File: config.mk
export PLATFORM = sky130hd
export DESIGN_NAME = binomial_prime_carry_count_core
export DESIGN_NICKNAME = d
export VERILOG_FILES = /design/src/hw/rtl/bpcc_pkg.sv /design/src/hw/rtl/bpcc_div_unit.sv /design/src/hw/rtl/binomial_prime_carry_count_core.sv
export SDC_FILE = /design/constraint.sdc
export NUM_CORES = 1
export LEC_CHECK = 0
export BUFFER_PORTS_ARGS = -buffer_cell sky130_fd_sc_hd__buf_2
export CORE_ASPECT_RATIO = 0.5
export CORE_UTILIZATION = 50
export CTS_CLUSTER_DIAMETER = 30
export CTS_CLUSTER_SIZE = 8
export DETAILED_ROUTE_END_ITERATION = 10
export GPL_TIMING_DRIVEN = 0
export PLACE_DENSITY = 0.71
export SKIP_LAST_GASP = 1
export SYNTH_ARGS = -nofsm -noshare
export SYNTH_HDL_FRONTEND = slang
export SYNTH_HIERARCHICAL = 1
export SYNTH_SLANG_ARGS = --single-unit
File: constraint.sdc
create_clock -name clk -period 4.5 [get_ports clk]
set_input_delay 0.675 -clock clk [delete_from_list [all_inputs] [get_ports clk]]
set_output_delay 0.675 -clock clk [all_outputs]
set_load 0.01 [all_outputs]
File: src/hw/rtl/bpcc_pkg.sv
package bpcc_pkg;

  localparam int RADIX_W = 32;
  localparam int COUNT_W = 6;

  localparam logic [RADIX_W-1:0] RADIX_RESET = 32'd2;
  localparam logic [RADIX_W-1:0] RADIX_MIN   = 32'd2;
  localparam logic [COUNT_W-1:0] COUNT_MAX   = 6'd63;

  // control from the sequencer to the shared divider
  typedef struct packed {
    logic load;   // capture a new dividend pair
    logic start;  // begin one base-p digit pass
  } bpcc_div_ctrl_t;

endpackage

File: src/hw/rtl/bpcc_div_unit.sv
module bpcc_div_unit #(
  parameter int DATA_WIDTH = 32
) (
  input  logic                               clk,
  input  logic                               rst_n,
  input  bpcc_pkg::bpcc_div_ctrl_t           ctrl,
  input  logic [DATA_WIDTH-1:0]              load_m,
  input  logic [DATA_WIDTH-1:0]              load_d,
  input  logic [bpcc_pkg::RADIX_W-1:0]       radix,
  input  logic [$clog2(DATA_WIDTH)-1:0]      start_idx,
  output logic                               done,
  output logic [bpcc_pkg::RADIX_W-1:0]       rem_m,
  output logic [bpcc_pkg::RADIX_W-1:0]       rem_d,
  output logic [DATA_WIDTH-1:0]              quo_m
);
  import bpcc_pkg::*;

  localparam int IdxW = $clog2(DATA_WIDTH);

  logic [DATA_WIDTH-1:0] val_m_r, val_d_r;
  logic [DATA_WIDTH-1:0] quo_m_r, quo_d_r;
  logic [DATA_WIDTH-1:0] quo_m_nxt, quo_d_nxt;
  logic [RADIX_W-1:0]    rem_m_r, rem_d_r;
  logic [RADIX_W-1:0]    rem_m_nxt, rem_d_nxt;
  logic [IdxW-1:0]       idx_r;
  logic                  run_r;
  logic                  done_r;
  logic [RADIX_W:0]      trial_m, trial_d;
  logic                  qbit_m, qbit_d;

  // one restoring step per lane: shift in the next dividend bit, subtract if it fits
  always_comb begin
    trial_m   = {rem_m_r, val_m_r[idx_r]};
    trial_d   = {rem_d_r, val_d_r[idx_r]};
    qbit_m    = (trial_m >= {1'b0, radix});
    qbit_d    = (trial_d >= {1'b0, radix});
    rem_m_nxt = qbit_m ? RADIX_W'(trial_m - {1'b0, radix}) : trial_m[RADIX_W-1:0];
    rem_d_nxt = qbit_d ? RADIX_W'(trial_d - {1'b0, radix}) : trial_d[RADIX_W-1:0];
    quo_m_nxt = {quo_m_r[DATA_WIDTH-2:0], qbit_m};
    quo_d_nxt = {quo_d_r[DATA_WIDTH-2:0], qbit_d};
  end

  always_ff @(posedge clk) begin
    if (!rst_n) begin
      run_r  <= 1'b0;
      done_r <= 1'b0;
    end else begin
      done_r <= 1'b0;
      if (ctrl.start) begin
        run_r <= 1'b1;
      end else if (run_r && (idx_r == '0)) begin
        run_r  <= 1'b0;
        done_r <= 1'b1;
      end
    end
  end

  always_ff @(posedge clk) begin
    if (ctrl.load) begin
      val_m_r <= load_m;
      val_d_r <= load_d;
    end else if (run_r && (idx_r == '0)) begin
      // quotients become the dividends of the next digit
      val_m_r <= quo_m_nxt;
      val_d_r <= quo_d_nxt;
    end
    if (ctrl.start) begin
      quo_m_r <= '0;
      quo_d_r <= '0;
      rem_m_r <= '0;
      rem_d_r <= '0;
      idx_r   <= start_idx;
    end else if (run_r) begin
      quo_m_r <= quo_m_nxt;
      quo_d_r <= quo_d_nxt;
      rem_m_r <= rem_m_nxt;
      rem_d_r <= rem_d_nxt;
      idx_r   <= idx_r - 1'b1;
    end
  end

  assign done  = done_r;
  assign rem_m = rem_m_r;
  assign rem_d = rem_d_r;
  assign quo_m = val_m_r;

endmodule

File: src/hw/rtl/binomial_prime_carry_count_core.sv
// channel  direction  handshake            payload
// in_      in         in_valid / in_stall   in_top_value, in_lower_value
// out_     out        out_valid / out_stall out_carry_count, out_divisible, out_invalid
// cfg_     in         cfg_valid / cfg_ready cfg_data (radix)
//
// one request at a time; a shared two-lane restoring divider peels one base-p
// digit of m and d per pass, one dividend bit per cycle
// pass i (from 0) shifts in dividend bits DATA_WIDTH-1-i down to 0; a request
// runs one pass per base-p digit of m, and no pass when m is 0 or the request
// is invalid
// rst_n is synchronous; it returns the radix to 2 and drops all valids
// a stalled result sits in the output register while the next request runs;
// that request then waits in done until the register frees up
// a pending config write holds off new requests
module binomial_prime_carry_count_core #(
  parameter int DATA_WIDTH = 32
) (
  input  logic                            clk,
  input  logic                            rst_n,
  input  logic                            in_valid,
  output logic                            in_stall,
  input  logic [DATA_WIDTH-1:0]           in_top_value,
  input  logic [DATA_WIDTH-1:0]           in_lower_value,
  output logic                            out_valid,
  input  logic                            out_stall,
  output logic [bpcc_pkg::COUNT_W-1:0]    out_carry_count,
  output logic                            out_divisible,
  output logic                            out_invalid,
  input  logic                            cfg_valid,
  output logic                            cfg_ready,
  input  logic [bpcc_pkg::RADIX_W-1:0]    cfg_data
);
  import bpcc_pkg::*;

  localparam int IdxW = $clog2(DATA_WIDTH);

  localparam logic [1:0] S_IDLE = 2'd0;
  localparam logic [1:0] S_RUN  = 2'd1;
  localparam logic [1:0] S_DONE = 2'd2;

  logic [1:0]          state_r, state_nxt;
  logic [RADIX_W-1:0]  radix_r;
  logic [IdxW-1:0]     idx_r, idx_nxt;
  logic [COUNT_W-1:0]  cnt_r, cnt_nxt, cnt_inc;
  logic                borrow_r, borrow_nxt;
  logic                inv_r, inv_nxt;
  logic                out_valid_r;
  logic [COUNT_W-1:0]  out_cnt_r;
  logic                out_div_r, out_inv_r;

  bpcc_div_ctrl_t      div_ctrl;
  logic [IdxW-1:0]     start_idx;
  logic                div_done;
  logic [RADIX_W-1:0]  rem_m, rem_d;
  logic [DATA_WIDTH-1:0] quo_m;

  logic in_acc, bad_req, digit_borrow, out_free;

  bpcc_div_unit #(.DATA_WIDTH(DATA_WIDTH)) u_div (
    .clk       (clk),
    .rst_n     (rst_n),
    .ctrl      (div_ctrl),
    .load_m    (in_top_value),
    .load_d    (in_lower_value),
    .radix     (radix_r),
    .start_idx (start_idx),
    .done      (div_done),
    .rem_m     (rem_m),
    .rem_d     (rem_d),
    .quo_m     (quo_m)
  );

  // a radix write and a request never land on the same edge
  assign in_stall  = (state_r != S_IDLE) | cfg_valid;
  assign cfg_ready = (state_r == S_IDLE);
  assign in_acc    = in_valid & ~in_stall;
  assign out_free  = ~out_valid_r | ~out_stall;
  assign bad_req   = (radix_r < RADIX_MIN) | (in_lower_value > in_top_value);

  // borrow out of this digit of m - d
  assign digit_borrow = {1'b0, rem_m} < ({1'b0, rem_d} + {{RADIX_W{1'b0}}, borrow_r});
  assign cnt_inc      = (cnt_r == COUNT_MAX) ? cnt_r : cnt_r + 1'b1;

  always_comb begin
    state_nxt      = state_r;
    idx_nxt        = idx_r;
    cnt_nxt        = cnt_r;
    borrow_nxt     = borrow_r;
    inv_nxt        = inv_r;
    div_ctrl       = '0;
    start_idx      = idx_r - 1'b1;
    case (state_r)
      S_IDLE: begin
        if (in_acc) begin
          div_ctrl.load = 1'b1;
          cnt_nxt       = '0;
          borrow_nxt    = 1'b0;
          inv_nxt       = bad_req;
          if (bad_req || (in_top_value == '0)) begin
            state_nxt = S_DONE;
          end else begin
            div_ctrl.start = 1'b1;
            start_idx      = IdxW'(DATA_WIDTH - 1);
            idx_nxt        = IdxW'(DATA_WIDTH - 1);
            state_nxt      = S_RUN;
          end
        end
      end
      S_RUN: begin
        if (div_done) begin
          cnt_nxt    = digit_borrow ? cnt_inc : cnt_r;
          borrow_nxt = digit_borrow;
          if (quo_m == '0) begin
            state_nxt = S_DONE;
          end else begin
            // quotient is at least one bit shorter than the last dividend
            div_ctrl.start = 1'b1;
            idx_nxt        = idx_r - 1'b1;
          end
        end
      end
      S_DONE: begin
        if (out_free) begin
          state_nxt = S_IDLE;
        end
      end
      default: begin
        state_nxt = S_IDLE;
      end
    endcase
  end

  always_ff @(posedge clk) begin
    if (!rst_n) begin
      state_r     <= S_IDLE;
      radix_r     <= RADIX_RESET;
      out_valid_r <= 1'b0;
    end else begin
      state_r <= state_nxt;
      if (cfg_valid && cfg_ready) begin
        radix_r <= cfg_data;
      end
      if ((state_r == S_DONE) && out_free) begin
        out_valid_r <= 1'b1;
      end else if (!out_stall) begin
        out_valid_r <= 1'b0;
      end
    end
  end

  always_ff @(posedge clk) begin
    idx_r    <= idx_nxt;
    cnt_r    <= cnt_nxt;
    borrow_r <= borrow_nxt;
    inv_r    <= inv_nxt;
    if ((state_r == S_DONE) && out_free) begin
      out_cnt_r <= cnt_r;
      out_div_r <= |cnt_r;
      out_inv_r <= inv_r;
    end
  end

  assign out_valid       = out_valid_r;
  assign out_carry_count = out_cnt_r;
  assign out_divisible   = out_div_r;
  assign out_invalid     = out_inv_r;

endmodule

# Yosys cells after proc, flatten, opt, wreduce, memory -nomap -nowiden
# Cells that the tools add are included.
[totals] register_bits=253 inputBits=101 output_inout_bits=11 wordCells=116
[op_classes] n_addsub=6 magnitude_cmp=6 eq_ne=12 muxes=45 bitwise_logic=8 n_reduce_logical=20
[op_table] cell="32-bit two-way mux" count=6
[op_table] cell="33-bit by 32-bit >= comparator with 1-bit output" count=2
[op_table] cell="32-bit logical NOT" count=2
[op_table] cell="32-bit subtractor" count=2
[op_table] cell="5-bit two-way mux" count=9
[op_table] cell="32-bit by 1-bit adder with 33-bit output" count=1
[op_table] cell="32-bit by 33-bit less-than comparator with 1-bit output" count=1
[op_table] cell="32-bit greater-than comparator" count=1
[op_table] cell="32-bit by 2-bit less-than comparator with 1-bit output, second input constant" count=1
[op_table] cell="6-bit two-way mux" count=4
[op_table] cell="1-bit two-way mux" count=13
[op_table] cell="2-bit two-way mux" count=6
[op_table] cell="2-bit inequality test, second input constant" count=6
[op_table] cell="6-bit case mux with 2 select lines" count=1
[op_table] cell="1-bit binary-select mux with 5-bit select" count=2
[op_table] cell="5-bit case mux with 2 select lines" count=1
[op_table] cell="5-bit AND reduction" count=2
[op_table] cell="2-bit nonzero test" count=5
[op_table] cell="5-bit by 1-bit subtractor with 5-bit output, second input constant" count=2
[op_table] cell="6-bit by 1-bit adder with 6-bit output, second input constant" count=1
[op_table] cell="6-bit equality test, second input constant" count=1
[op_table] cell="5-bit by 6-bit less-than comparator with 1-bit output, second input constant" count=1
[op_table] cell="2-bit by 1-bit inequality test with 1-bit output, second input constant" count=3
[op_table] cell="2-bit case mux with 3 select lines" count=1
[op_table] cell="other kinds (15)" count=23

# Logic depth before layout (Yosys ltp)
[depth] depth_word=7 ltp_mapped=16 depth_no_buf=14

# Modules after synthesis
# The synthesis kept the hierarchy.
[modules_own_cells] module="bpcc_div_unit" instances=1 cells_each=1240 area_per_inst_um2=11969.0 seq_area_each_um2=4634.4
[modules_own_cells] module="binomial_prime_carry_count_core" instances=1 cells_each=551 area_per_inst_um2=4590.7 seq_area_each_um2=1331.3

# Worst setup path before layout
# OpenSTA, ideal clock, no wires.
[synth_timing] path_type="reg2reg" from="reg u_div.idx_r[0]" to="reg u_div.val_d_r[0] (data pin)" setup_time_ns=0.260 t_arrival_ns=4.150 required_ns=4.240 slack_ns=0.090 path_stages_with_launch=15 path_buffers=3 synth_period_minus_slack_ns=4.410 path_cell_list="edfxtp_1 -> buf_2 -> buf_2 -> mux4_2 -> mux4_2 -> mux2i_1 -> ha_1 -> nor2b_1 -> o31a_1 -> o31a_1 -> o41a_1 -> a31oi_4 -> o2111ai_4 -> clkbuf_1 -> mux2_2"
[synth_between] elab_chain_len=5
[synth_lines] item="start: declaration" line_no="bpcc_div_unit.sv:25" source="logic [IdxW-1:0] idx_r;"
[synth_lines] item="start signal: assignment" line_no="bpcc_div_unit.sv:72" source="idx_r <= start_idx;"
[synth_lines] item="start signal: assignment" line_no="bpcc_div_unit.sv:78" source="idx_r <= idx_r - 1'b1;"
[synth_lines] item="1-bit binary-select mux with 5-bit select" line_no="bpcc_div_unit.sv:34" source="trial_d = {rem_d_r, val_d_r[idx_r]};"
[synth_lines] item="1-bit two-way mux (not written as such)" line_no="bpcc_div_unit.sv:34"
[synth_lines] item="33-bit by 32-bit >= comparator with 1-bit output" line_no="bpcc_div_unit.sv:36" source="qbit_d = (trial_d >= {1'b0, radix});"
[synth_lines] item="32-bit two-way mux" line_no="bpcc_div_unit.sv:62" source="end else if (run_r && (idx_r == '0)) begin"
[synth_lines] item="32-bit two-way mux" line_no="bpcc_div_unit.sv:59" source="if (ctrl.load) begin"
[synth_lines] item="end signal: assignment" line_no="bpcc_div_unit.sv:61" source="val_d_r <= load_d;"
[synth_lines] item="end signal: assignment" line_no="bpcc_div_unit.sv:65" source="val_d_r <= quo_d_nxt;"
[synth_lines] item="end: declaration" line_no="bpcc_div_unit.sv:20" source="logic [DATA_WIDTH-1:0] val_m_r, val_d_r;"
# Every way passes these cells. The select of a mux whose other input is x is not followed.
# A chain may end at the register's enable or synchronous reset.

# Worst setup path after layout
# Same ends and word-level chain as after synthesis.

==> flow_metrics.tcl <==
set metrics [dict create \
    htreeDepth 2 \
    final_cell_mix "nand2_1 (190), nor2_1 (169), dfxtp_1 (163)" \
    dp_worst_setup_slack_ns -1.19 \
    max-vdd-ir-drop_mv 0.520 \
    dpl-instance-area_mm2 0.0177 \
    clkPwrFrac 0.229 \
    syn_avg_cell_area_um2 9.25 \
    met2_usage 0.476 \
    rsz0062_at_grt "true" \
    hold_viol_final 0 \
    hp-class "in2reg" \
    dieWidth_um 259 \
    gr-max-usage-layer "met2" \
    status "finished, violations left" \
    route.detailed.drc 0 \
    vias_per_cell 5.92 \
    synthArstFlopShare 0 \
    worst_slew_pin_slew_ns 1.04 \
    synth_nets 2028 \
    finalCritPeriodShare 1.04 \
    use_met3 0.0542 \
    p_per_area_mw_per_mm2 746 \
    maxSlewHeadroom 0.306 \
    gr-usage-met1 0.373 \
    grt_pass1_vias 13500 \
    drive_gt1_frac 0.186 \
    drtIter0Drc 1315 \
    finalInstanceArea_mm2 0.0198 \
    ant_nets 0 \
    critPathKind "reg2reg" \
    rrSetupSlack_ns -0.18 \
    end_kind "flop" \
    seqPwrFrac 0.221 \
    final_nets 2215 \
    r2r_end "u_div/val_d_r[0]" \
    num_rows 46 \
    die-height_um 131 \
    core_area_mm2 0.0321 \
    io_pins 112 \
    setup_slack_ns -0.178 \
    crit_path_start_kind "flop" \
    synth_edf_count 90 \
    clkSlewWorstSetupHoldPaths_ns 0.05 \
    synth_area_mm2 0.0166 \
    area_growth_pct 19.4 \
    num_vias 14500 \
    worstHoldStart "cfg_data[1]" \
    die-area_mm2 0.0339 \
    clk_latency_ns 0.56 \
    ys_ff_latch 253 \
    port_buffers 111 \
    drv_cap 0 \
    holdPathStages 3 \
    ctsRootBufferMaster "clkbuf_16" \
    internal_power_mw 8.48 \
    power.total_mw 14.8 \
    switching_share 0.425 \
    synth_warnings 6 \
    switchingPower_mw 6.28 \
    maxSlewViolCount 0 \
    grt_usage 0.286 \
    place_congestion 0.993 \
    synth_cell_type_count 86 \
    arrival_ns 4.98 \
    setup_violations 33 \
    finalCriticalPeriod_ns 4.68 \
    syn_inst 1791 \
    worstHoldEndpoint "radix_r[1]" \
    wire_per_inst_um 20.4 \
    leakage_nw 8.11 \
    crit_required_ns 4.81 \
    critPathMaxFanout 8 \
    num_antenna_cells 0 \
    wirelength_um 49800 \
    grt_pass1_wl_um 74500 \
    reg2regPathDepth 15 \
    max_freq_mhz 214 \
    violations "setup timing" \
    finalClockSkew_ns 0.0232 \
    firstDrtPassIters 5 \
    yosys_most_used_dff "dfxtp_1" \
    ys_seq_area_frac 0.360 \
    overflow 0 \
    rr_startpoint "u_div/idx_r[0]" \
    grt_max_degree 65 \
    grt_antenna_before_repair 0 \
    layout_commonest_cell "nand2_1" \
    tritoncts "done" \
    cts_buffers 45 \
    start_util 0.516 \
    cts.sinks 253 \
    num-fill-cells 2751 \
    cts.path.max_buffers 3 \
    p_comb_frac 0.550 \
    dpl.hpwl_um 36700 \
]
-- how the worst max path moves through the flow --
stage,from,end
5_1_grt,u_div/idx_r[0],u_div/rem_d[8]
4_1_cts,u_div/idx_r[0],u_div/val_d_r[0]
3_3_place_gp,u_div/idx_r[1],u_div/rem_d[30]
2_1_floorplan,u_div/idx_r[0],u_div/val_d_r[0]
3_5_place_dp,u_div/idx_r[1],u_div/rem_d[30]
6_report,u_div/idx_r[0],u_div/val_d_r[0]
-- layer usage --
layer  vias up  part of all wire
li1       6887                 -
met1      6896              0.43
met2       571              0.45
met3       119             0.078
met4         0             0.036
met5         -                 0
-- through the flow --
| step | std cells | hold WS (ns) | setup TNS, ns | utilization |
|---|---|---|---|---|
| floorplan | 1791 | 0.400 | 0 | - |
| global placement | 2334 | 0.469 | -70.46 | 0.550 |
| detailed placement | 2334 | 0.476 | -43.42 | 0.550 |
| CTS | 2428 | 0.352 | -3.39 | 0.602 |
| global route | 2445 | 0.378 | -3.83 | 0.616 |
| finish | 2445 | 0.355 | -2.60 | 0.616 |
-- timing repair --
action,CTS,global route
resized for setup,27,62
gates cloned,0,3
endpoints found under the setup margin,67,73
setup buffers,13,14
hold buffers,0,0
pin swaps,6,34
-- flip-flops by register name, indices dropped and copies added, names as in the netlist, 2 cells and up --
name and cells:
u_div/rem_m 32, u_div/quo_m 32, cnt_r 6, u_div/quo_d_r 31
u_div/val_d_r 32, u_div/idx_r 5, out_carry_count 6, u_div/quo_m_r 31
u_div/rem_d 32, state_r 2, idx_r 5, radix_r 32
-- cells in the mapped netlist (all sizes together) (7+ instances only) --
cell | number | area share
o21bai | 9 | 0.0041
and4 | 7 | 0.0039
o211ai | 11 | 0.0050
and3 | 15 | 0.0057
buf | 23 | 0.0074
nor2 | 173 | 0.039
dfxtp | 163 | 0.20
nor2b | 8 | 0.0030
mux4 | 20 | 0.027
o21a | 13 | 0.0059
clkbuf | 59 | 0.013
xor2 | 44 | 0.023
nand4 | 33 | 0.013
nor4 | 29 | 0.012
a21o | 29 | 0.013
mux2i | 100 | 0.060
nand2 | 192 | 0.044
ha | 134 | 0.10
a31oi | 10 | 0.0047
nand3 | 47 | 0.014
nand2b | 11 | 0.0042
a21oi | 107 | 0.033
a21boi | 37 | 0.018
and2 | 9 | 0.0034
edfxtp | 90 | 0.16
inv | 92 | 0.021
xnor2 | 44 | 0.023
o21ai | 81 | 0.024
nor3 | 23 | 0.0073
a211oi | 41 | 0.020
mux2 | 70 | 0.048
-- power groups by stage --
stage / Sequential [mW] / Combinational, mW / Clock (mW)
3_5_place_dp: 3.28 / 6.80 / 0
6_report: 3.26 / 8.12 / 3.38
4_1_cts: 3.25 / 7.13 / 3.40
5_1_grt: 3.31 / 8.72 / 3.52
3_3_place_gp: 3.28 / 6.75 / 0
2_1_floorplan: 3.12 / 5.21 / 0
-- cell type report --
type	instances	area, um2	share of cell area
Buffer	81	444	0.0225
Clock buffer	67	1250	0.0631
Clock inverter	15	233	0.0118
Inverter	92	345	0.0175
Multi-Input combinational cell	1364	10100	0.512
Sequential cell	253	5970	0.302
Tap cell	432	541	0.0273
Timing Repair Buffer	141	873	0.0442
-- critical path: stages, from the launching register on --
cell,delay [ns]
edfxtp_1,0.37
buf_12,0.15
buf_12,0.15
mux4_2,0.54
mux4_2,0.54
mux2i_4,0.20
ha_2,0.23
nor2b_2,0.05
o31a_1,0.27
o31a_1,0.33
o41a_1,0.45
a31oi_4,0.32
o2111ai_4,0.16
buf_12,0.20
clkbuf_16,0.18
mux2_2,0.26
-- logic make-up (layout without fill, tap and decap cells) --
family,after synthesis,after routing,share of synthesized area
compound gates,384,384,0.154
xor+xnor,88,88,0.0465
flops,253,253,0.360
mux,190,190,0.135
simple gates,566,566,0.159
fa+ha+maj,136,136,0.104
buf+inv,174,396,0.0416
Power figures use the tool's default switching activity.
